File: config.mk
export PLATFORM = sky130hd
export DESIGN_NAME = iir_filter_with_initial_state
export DESIGN_NICKNAME = d
export VERILOG_FILES = /design/src/design/iir_pkg.sv /design/src/design/iir_filter_with_initial_state.sv
export SDC_FILE = /design/constraint.sdc
export NUM_CORES = 2
export LEC_CHECK = 0
export BUFFER_PORTS_ARGS = -buffer_cell sky130_fd_sc_hd__buf_2
export CAP_MARGIN = 10
export CORE_AREA = 2 2 354 356
export DETAILED_ROUTE_END_ITERATION = 10
export DIE_AREA = 0 0 356 358
export GPL_TIMING_DRIVEN = 1
export SLEW_MARGIN = 20
export SYNTH_ARGS = -nofsm -noshare
export SYNTH_HDL_FRONTEND = slang
export SYNTH_SLANG_ARGS = --single-unit
File: constraint.sdc
create_clock -name aclk -period 28.2 [get_ports aclk]
set_clock_uncertainty 0.05 [all_clocks]
set_input_delay 2.82 -clock aclk [delete_from_list [all_inputs] [get_ports aclk]]
set_output_delay 2.82 -clock aclk [all_outputs]
set_load 0.005 [all_outputs]
File: src/design/iir_pkg.sv
package iir_pkg;

    localparam int COEF_BITS  = 18;
    localparam int STATE_BITS = 40;
    localparam int CFG_IDX_W  = 3;

    typedef enum logic [CFG_IDX_W-1:0] {
        REG_FF_COEF_0   = 3'd0,
        REG_FF_COEF_1   = 3'd1,
        REG_FF_COEF_2   = 3'd2,
        REG_FB_COEF_1   = 3'd3,
        REG_FB_COEF_2   = 3'd4,
        REG_INIT_GAIN_0 = 3'd5,
        REG_INIT_GAIN_1 = 3'd6
    } cfg_reg_t;

    typedef enum logic [3:0] {
        ST_IDLE,
        ST_G0,
        ST_G1,
        ST_B0,
        ST_Y,
        ST_A1,
        ST_B2,
        ST_A2,
        ST_S1
    } seq_state_t;

endpackage

File: src/design/iir_filter_with_initial_state.sv
// Second-order recursive (biquad) filter, transposed direct form II (first-order
// when FILTER_ORDER is below 2), with Q3.14 coefficients b0..b2, a1, a2 and start
// gains g0, g1 written through the cfg_ port; the user must write them only while
// the block is idle, which the block itself does not enforce. One 18 x SAMPLE_BITS
// multiplier is shared by all products and runs one product per cycle under a
// small sequencer; an item passes states B0, Y, A1, B2, A2 and S1 on its way to
// the result register, with G0 and G1 ahead of them when it is marked first_sample
// (two extra products load the delay states with g0*x and g1*x). The block takes
// one item at a time: s_ready is high only in the idle state, and an item
// finishing while the previous result is still untaken waits for that result to
// transfer. Output is rounded half up and saturated to SAMPLE_BITS, with
// m_clipped set when it saturated.
module iir_filter_with_initial_state #(
    parameter int FILTER_ORDER   = 2,
    parameter int COEF_FRAC_BITS = 14,
    parameter int SAMPLE_BITS    = 16
) (
    input  logic                                   aclk,
    input  logic                                   aresetn,
    input  logic                                   cfg_we,
    input  logic [iir_pkg::CFG_IDX_W-1:0]          cfg_index,
    input  logic [iir_pkg::COEF_BITS-1:0]          cfg_data,
    input  logic                                   s_valid,
    output logic                                   s_ready,
    input  logic signed [SAMPLE_BITS-1:0]          s_sample_in,
    input  logic                                   s_first_sample,
    output logic                                   m_valid,
    input  logic                                   m_ready,
    output logic signed [SAMPLE_BITS-1:0]          m_sample_out,
    output logic                                   m_clipped
);
    import iir_pkg::*;

    localparam int  PROD_W   = COEF_BITS + SAMPLE_BITS;
    localparam int  WIDE_W   = (STATE_BITS > PROD_W) ? STATE_BITS : PROD_W;
    localparam int  ACC_W    = WIDE_W + 2;
    localparam bit  ORDER2   = (FILTER_ORDER >= 2);

    localparam logic signed [ACC_W-1:0] S_MAX =
        {{(ACC_W-STATE_BITS+1){1'b0}}, {(STATE_BITS-1){1'b1}}};
    localparam logic signed [ACC_W-1:0] S_MIN = ~S_MAX;
    localparam logic signed [ACC_W-1:0] Y_MAX =
        {{(ACC_W-SAMPLE_BITS+1){1'b0}}, {(SAMPLE_BITS-1){1'b1}}};
    localparam logic signed [ACC_W-1:0] Y_MIN = ~Y_MAX;
    localparam logic signed [ACC_W-1:0] ROUND =
        {{(ACC_W-1){1'b0}}, 1'b1} << (COEF_FRAC_BITS-1);

    // configuration
    logic signed [COEF_BITS-1:0] b0_reg, b1_reg, b2_reg, a1_reg, a2_reg, g0_reg, g1_reg;

    // sequencer and datapath
    seq_state_t                  state_reg, state_next;
    logic signed [SAMPLE_BITS-1:0] x_reg, y_reg;
    logic                        first_reg, clip_reg;
    logic signed [PROD_W-1:0]    prod_reg;
    logic signed [ACC_W-1:0]     acc_reg;
    logic signed [STATE_BITS-1:0] s0_reg, s1_reg;
    logic                        m_valid_reg;
    logic signed [SAMPLE_BITS-1:0] out_sample_reg;
    logic                        out_clip_reg;

    logic signed [COEF_BITS-1:0]   mul_coef;
    logic signed [SAMPLE_BITS-1:0] mul_opnd;
    logic signed [PROD_W-1:0]      mul_prod;
    logic signed [ACC_W-1:0]       prod_ext, s0_ext, s1_ext;
    logic signed [ACC_W-1:0]       y_sum, y_shift, sat_src;
    logic signed [SAMPLE_BITS-1:0] y_sat;
    logic                          y_clip;
    logic signed [STATE_BITS-1:0]  s_sat;
    logic                          in_xfer, out_free;

    assign in_xfer  = s_valid && s_ready;
    assign out_free = !m_valid_reg || m_ready;

    always_ff @(posedge aclk) begin
        if (!aresetn) begin
            b0_reg <= COEF_BITS'(1) << COEF_FRAC_BITS;
            b1_reg <= '0;
            b2_reg <= '0;
            a1_reg <= '0;
            a2_reg <= '0;
            g0_reg <= '0;
            g1_reg <= '0;
        end else if (cfg_we) begin
            case (cfg_reg_t'(cfg_index))
                REG_FF_COEF_0:   b0_reg <= cfg_data;
                REG_FF_COEF_1:   b1_reg <= cfg_data;
                REG_FF_COEF_2:   b2_reg <= cfg_data;
                REG_FB_COEF_1:   a1_reg <= cfg_data;
                REG_FB_COEF_2:   a2_reg <= cfg_data;
                REG_INIT_GAIN_0: g0_reg <= cfg_data;
                REG_INIT_GAIN_1: g1_reg <= cfg_data;
                default: ;
            endcase
        end
    end

    // shared multiplier: operand choice follows the sequencer
    always_comb begin
        mul_coef = b0_reg;
        mul_opnd = x_reg;
        case (state_reg)
            ST_G0:   mul_coef = g0_reg;
            ST_G1:   mul_coef = g1_reg;
            ST_B0:   mul_coef = b0_reg;
            ST_Y:    mul_coef = b1_reg;
            ST_A1: begin
                mul_coef = a1_reg;
                mul_opnd = y_reg;
            end
            ST_B2:   mul_coef = b2_reg;
            ST_A2: begin
                mul_coef = a2_reg;
                mul_opnd = y_reg;
            end
            default: mul_coef = b0_reg;
        endcase
    end

    assign mul_prod = mul_coef * mul_opnd;

    assign prod_ext = {{(ACC_W-PROD_W){prod_reg[PROD_W-1]}}, prod_reg};
    assign s0_ext   = {{(ACC_W-STATE_BITS){s0_reg[STATE_BITS-1]}}, s0_reg};
    assign s1_ext   = {{(ACC_W-STATE_BITS){s1_reg[STATE_BITS-1]}}, s1_reg};

    // output: round half up, floor shift, saturate
    always_comb begin
        y_sum   = prod_ext + s0_ext + ROUND;
        y_shift = y_sum >>> COEF_FRAC_BITS;
        y_clip  = 1'b1;
        if (y_shift > Y_MAX) begin
            y_sat = Y_MAX[SAMPLE_BITS-1:0];
        end else if (y_shift < Y_MIN) begin
            y_sat = Y_MIN[SAMPLE_BITS-1:0];
        end else begin
            y_sat  = y_shift[SAMPLE_BITS-1:0];
            y_clip = 1'b0;
        end
    end

    // one state saturator shared by every delay-state write
    always_comb begin
        case (state_reg)
            ST_G1, ST_B0: sat_src = prod_ext;
            ST_B2, ST_S1: sat_src = acc_reg - prod_ext;
            default:      sat_src = prod_ext;
        endcase
        if (sat_src > S_MAX) begin
            s_sat = S_MAX[STATE_BITS-1:0];
        end else if (sat_src < S_MIN) begin
            s_sat = S_MIN[STATE_BITS-1:0];
        end else begin
            s_sat = sat_src[STATE_BITS-1:0];
        end
    end

    always_ff @(posedge aclk) begin
        if (!aresetn) begin
            state_reg <= ST_IDLE;
        end else begin
            state_reg <= state_next;
        end
    end

    always_comb begin
        state_next = state_reg;
        s_ready    = 1'b0;
        case (state_reg)
            ST_IDLE: begin
                s_ready = 1'b1;
                if (s_valid) begin
                    state_next = s_first_sample ? ST_G0 : ST_B0;
                end
            end
            ST_G0:   state_next = ST_G1;
            ST_G1:   state_next = ST_B0;
            ST_B0:   state_next = ST_Y;
            ST_Y:    state_next = ST_A1;
            ST_A1:   state_next = ST_B2;
            ST_B2:   state_next = ST_A2;
            ST_A2:   state_next = ST_S1;
            ST_S1: begin
                if (out_free) begin
                    state_next = ST_IDLE;
                end
            end
            default: state_next = ST_IDLE;
        endcase
    end

    always_ff @(posedge aclk) begin
        if (!aresetn) begin
            s0_reg      <= '0;
            s1_reg      <= '0;
            m_valid_reg <= 1'b0;
        end else begin
            if (state_reg == ST_S1 && out_free) begin
                m_valid_reg <= 1'b1;
            end else if (m_ready) begin
                m_valid_reg <= 1'b0;
            end
            case (state_reg)
                ST_G1: s0_reg <= s_sat;
                ST_B0: begin
                    if (first_reg && ORDER2) begin
                        s1_reg <= s_sat;
                    end
                end
                ST_B2: s0_reg <= s_sat;
                ST_S1: begin
                    if (out_free) begin
                        s1_reg <= ORDER2 ? s_sat : '0;
                    end
                end
                default: ;
            endcase
        end
    end

    always_ff @(posedge aclk) begin
        if (in_xfer) begin
            x_reg     <= s_sample_in;
            first_reg <= s_first_sample;
        end
        // hold the last product while waiting to hand over the result
        if (state_reg != ST_S1) begin
            prod_reg <= mul_prod;
        end
        case (state_reg)
            ST_Y: begin
                y_reg    <= y_sat;
                clip_reg <= y_clip;
            end
            ST_A1:   acc_reg <= prod_ext + (ORDER2 ? s1_ext : '0);
            ST_A2:   acc_reg <= prod_ext;
            ST_S1: begin
                if (out_free) begin
                    out_sample_reg <= y_reg;
                    out_clip_reg   <= clip_reg;
                end
            end
            default: ;
        endcase
    end

    assign m_valid      = m_valid_reg;
    assign m_sample_out = out_sample_reg;
    assign m_clipped    = out_clip_reg;

endmodule

==> summary.log <==
INFO  synth          synth_area_leader_cell=sky130_fd_sc_hd__fa_1
INFO  power_and_ir_drop power.ir.vdd_worst=0.0449mV
INFO  floorplanning  die_width=356µm
INFO  route          drt_iter0_drc=1874
INFO  final_layout   multi_input_area=20600µm²
INFO  clocking       clockRootBuffer=sky130_fd_sc_hd__clkbuf_16
INFO  critical_path  crit_path_max_fanout=63
INFO  critical_path  worst_ep_required_time=28.48ns
INFO  synth          synth_sequential_area_ratio=0.260
INFO  sta            final_min_period_over_clock_period=0.340
INFO  floorplanning  floorplan.io_pins=62
INFO  hold_path      worstHoldPathCells=2
INFO  critical_path  timing.critical_path.slowest_cell_delay=0.78ns
INFO  route          finalWirelength=90000µm
INFO  placement      detailed_place_hpwl=70400µm
INFO  route          wire_per_inst=17.5µm
INFO  global_route   global_route.overflow_total=0
INFO  global_route   grt_pass1_wl=140000µm
INFO  route          via_count=24409
INFO  clocking       cts_post_setup_buffers_inserted=0
INFO  clocking       cts_max_level=2
INFO  synth          yosys_most_used_dff=sky130_fd_sc_hd__dfxtp_1
INFO  placement      place.gp.congestion=0.947
INFO  placement      place_area=32900µm²
INFO  sta            slew_viol_final=0
INFO  final_layout   stdcell_count=5154
INFO  final_layout   fin_util=0.278
INFO  route          avg_vias_per_cell=4.74
INFO  route          dr.pass1.iters=6
INFO  critical_path  path_class=reg -> reg
INFO  sta            fin_ws=18.61ns
INFO  final_layout   largest_reg_flops=41
INFO  power_and_ir_drop p_per_area=68.9nW/µm²
INFO  critical_path  startpoint_type=flop
INFO  clocking       cts_buffers=41
INFO  sta            max_slew.worst_pin.slew=1.09ns
INFO  sta            timing.slew.headroom=0.251
INFO  critical_path  critPathCaptureType=flop
INFO  floorplanning  row_count=129
INFO  hold_path      hp-start=b1_reg[5]
INFO  final_layout   area_growth=11.4%
INFO  synth          synth-warning-count=0
INFO  critical_path  cp_top_family=adder cells
INFO  global_route   maximum_number_of_pins_on_one_net_before_global_route_repair=130
INFO  clocking       cts-resized-gates=0
INFO  flow_run       maxCapViolCount=0
INFO  critical_path  r2r_end=prod_reg[33]
INFO  placement      dpl_ws=18.61ns
INFO  synth          most_common_cell_in_the_netlist=sky130_fd_sc_hd__nand2_1
INFO  critical_path  ff2ff_setup_slack=18.61ns
INFO  clocking       cts-root-to-sink-buffers=3
INFO  sta            timing.final.setup_violations=0
INFO  final_layout   filler_cell_count=13135
INFO  clocking       clkTransAtPathRegs=0.06ns
INFO  synth          synth.top_cells.by_area=sky130_fd_sc_hd__fa_1 19%, sky130_fd_sc_hd__dfxtp_1 14%, sky130_fd_sc_hd__edfxtp_1 12%, sky130_fd_sc_hd__ha_1 10%, sky130_fd_sc_hd__nand2_1 7.0%
INFO  synth          synth.top_cell.area_share=0.190
INFO  critical_path  reg2regPathDepth=31
INFO  critical_path  slowest_stage=sky130_fd_sc_hd__buf_4
INFO  clocking       cts_tree=built
INFO  hold_path      timing.hold.worst.class=reg -> reg
INFO  sta            layout_min_cycle_time=9.59ns
INFO  sta            max_freq=104MHz
INFO  placement      dp_cells=5078
INFO  sta            hold_violations=0
INFO  critical_path  worst-endpoint-arrival=9.87ns
INFO  final_layout   final_cell_area=34300µm²
INFO  floorplanning  die_y_extent=358µm
INFO  synth          synth_common_cells=578 x sky130_fd_sc_hd__nand2_1, 435 x sky130_fd_sc_hd__inv_1, 292 x sky130_fd_sc_hd__fa_1
INFO  route          drc_violations_left=0
INFO  route          drtAntennaViolNets=0
INFO  floorplanning  die-area=127000µm²
INFO  clocking       tritoncts_num_sinks=337
INFO  power_and_ir_drop power.static_leakage=14.8nW
INFO  outcome        run_status=finished clean
INFO  global_route   grt_pass1_vias=23989
INFO  synth          async_reset_ff_frac=0
INFO  synth          synth_area_per_cell=8.87µm²
INFO  synth          synthesis.nets=4052
INFO  floorplanning  initial_core_util=0.250
INFO  synth          synth_enable_flop_cells=126
INFO  final_layout   finalNetCount=4064
INFO  clocking       insertion_delay=0.58ns
INFO  critical_path  cp_common_cell=sky130_fd_sc_hd__fa_1
INFO  sta            setup_repair_after_global_routing_missed_its_margin=no
INFO  hold_path      hold-path-endpoint=b1_reg[5]
INFO  global_route   track_usage=0.140
INFO  global_route   antenna_found_initial=1
INFO  sta            fin_setup_tns=0ns
INFO  synth          synth_cell_type_count=84
INFO  critical_path  rr_startpoint=state_reg[0]
INFO  floorplanning  core-area=123000µm²
INFO  synth          post_synth_inst_count=3472
INFO  clocking       postCtsHoldBufs=0
INFO  final_layout   drive_gt1_frac=0.0705
INFO  synth          postSynthRegisterBits=337
INFO  critical_path  critical_path.n_buffers_inverters=8
INFO  final_layout   ff_latch_area=8010µm²
INFO  placement      placement.io_buffers=61
INFO  final_layout   antennaDiodeCount=0
INFO  synth          cell_area_after_synthesis=30800µm²
placed cells by master, fill, tap and decap left out, types with 54 or more instances in the layout:
master / n
sky130_fd_sc_hd__nand2_1: 578
sky130_fd_sc_hd__inv_1: 434
sky130_fd_sc_hd__fa_1: 292
sky130_fd_sc_hd__nor2_1: 247
sky130_fd_sc_hd__ha_1: 245
sky130_fd_sc_hd__dfxtp_1: 210
sky130_fd_sc_hd__a21oi_1: 155
sky130_fd_sc_hd__o21ai_0: 140
sky130_fd_sc_hd__a21boi_0: 130
sky130_fd_sc_hd__edfxtp_1: 126
sky130_fd_sc_hd__xnor2_1: 79
sky130_fd_sc_hd__a221o_1: 67
sky130_fd_sc_hd__buf_2: 60
sky130_fd_sc_hd__a21o_1: 54
per-layer routing:
layer  routed length (µm)  global-route usage  vias up
met4                 2070              0.0359        0
met1                43900               0.204    11892
met3                 4890              0.0152      111
met2                39200               0.218      662
met5                    0                   0        -
li1                     -                   -    11744
area by class of cell:
cell class,instances,area share
Multi-Input combinational cell,2557,0.599
Sequential cell,337,0.233
Tap cell,1637,0.0597
Inverter,436,0.0477
Clock buffer,58,0.0332
Timing Repair Buffer,111,0.0200
Clock inverter,18,0.00638
worst max-delay path by stage:
stage / start / endpoint / slack (ns) / depth (start not counted)
after floorplan: state_reg[0] / prod_reg[33] / 19.25 / 32
after global placement: state_reg[0] / prod_reg[33] / 18.72 / 31
after detailed placement: state_reg[0] / prod_reg[33] / 18.61 / 31
after CTS: state_reg[0] / prod_reg[33] / 18.59 / 31
after global routing: state_reg[0] / prod_reg[33] / 17.98 / 31
final: state_reg[0] / prod_reg[33] / 18.61 / 31
worst register-to-register path: cells and delay by family, from the launching register on:
kind | cells | cell delay, ns
XOR/XNOR | 1 | 0.09
AND/OR/NAND/NOR | 5 | 1.04
flip-flops | 1 | 0.47
buffers and inverters | 8 | 1.54
AO/OA/AOI/OAI | 10 | 2.88
adder cells (fa/ha/maj) | 7 | 3.27
cells by family (layout without fill, tap and decap cells):
family | Yosys count | after routing | synth area share
AO/OA/AOI/OAI | 788 | 788 | 0.176
XOR/XNOR | 131 | 131 | 0.0373
adder cells (fa/ha/maj) | 537 | 537 | 0.289
buffers and inverters | 578 | 623 | 0.0735
flip-flops | 337 | 337 | 0.260
multiplexers | 52 | 52 | 0.0182
AND/OR/NAND/NOR | 1049 | 1049 | 0.145
power by group:
group	internal [mW]	switching (mW)	total, mW
clock network	0.321	0.220	0.541
logic	0.467	0.718	1.19
registers	0.578	0.0615	0.639
total	1.37	0.999	2.37
metrics by stage:
stage | hold slack, ns | power (mW)
2_1_floorplan | 0.350 | 1.51
3_3_place_gp | 0.400 | 1.80
3_5_place_dp | 0.410 | 1.81
4_1_cts | 0.418 | 2.37
5_1_grt | 0.432 | 2.56
6_report | 0.413 | 2.37
Power figures use the tool's default switching activity.
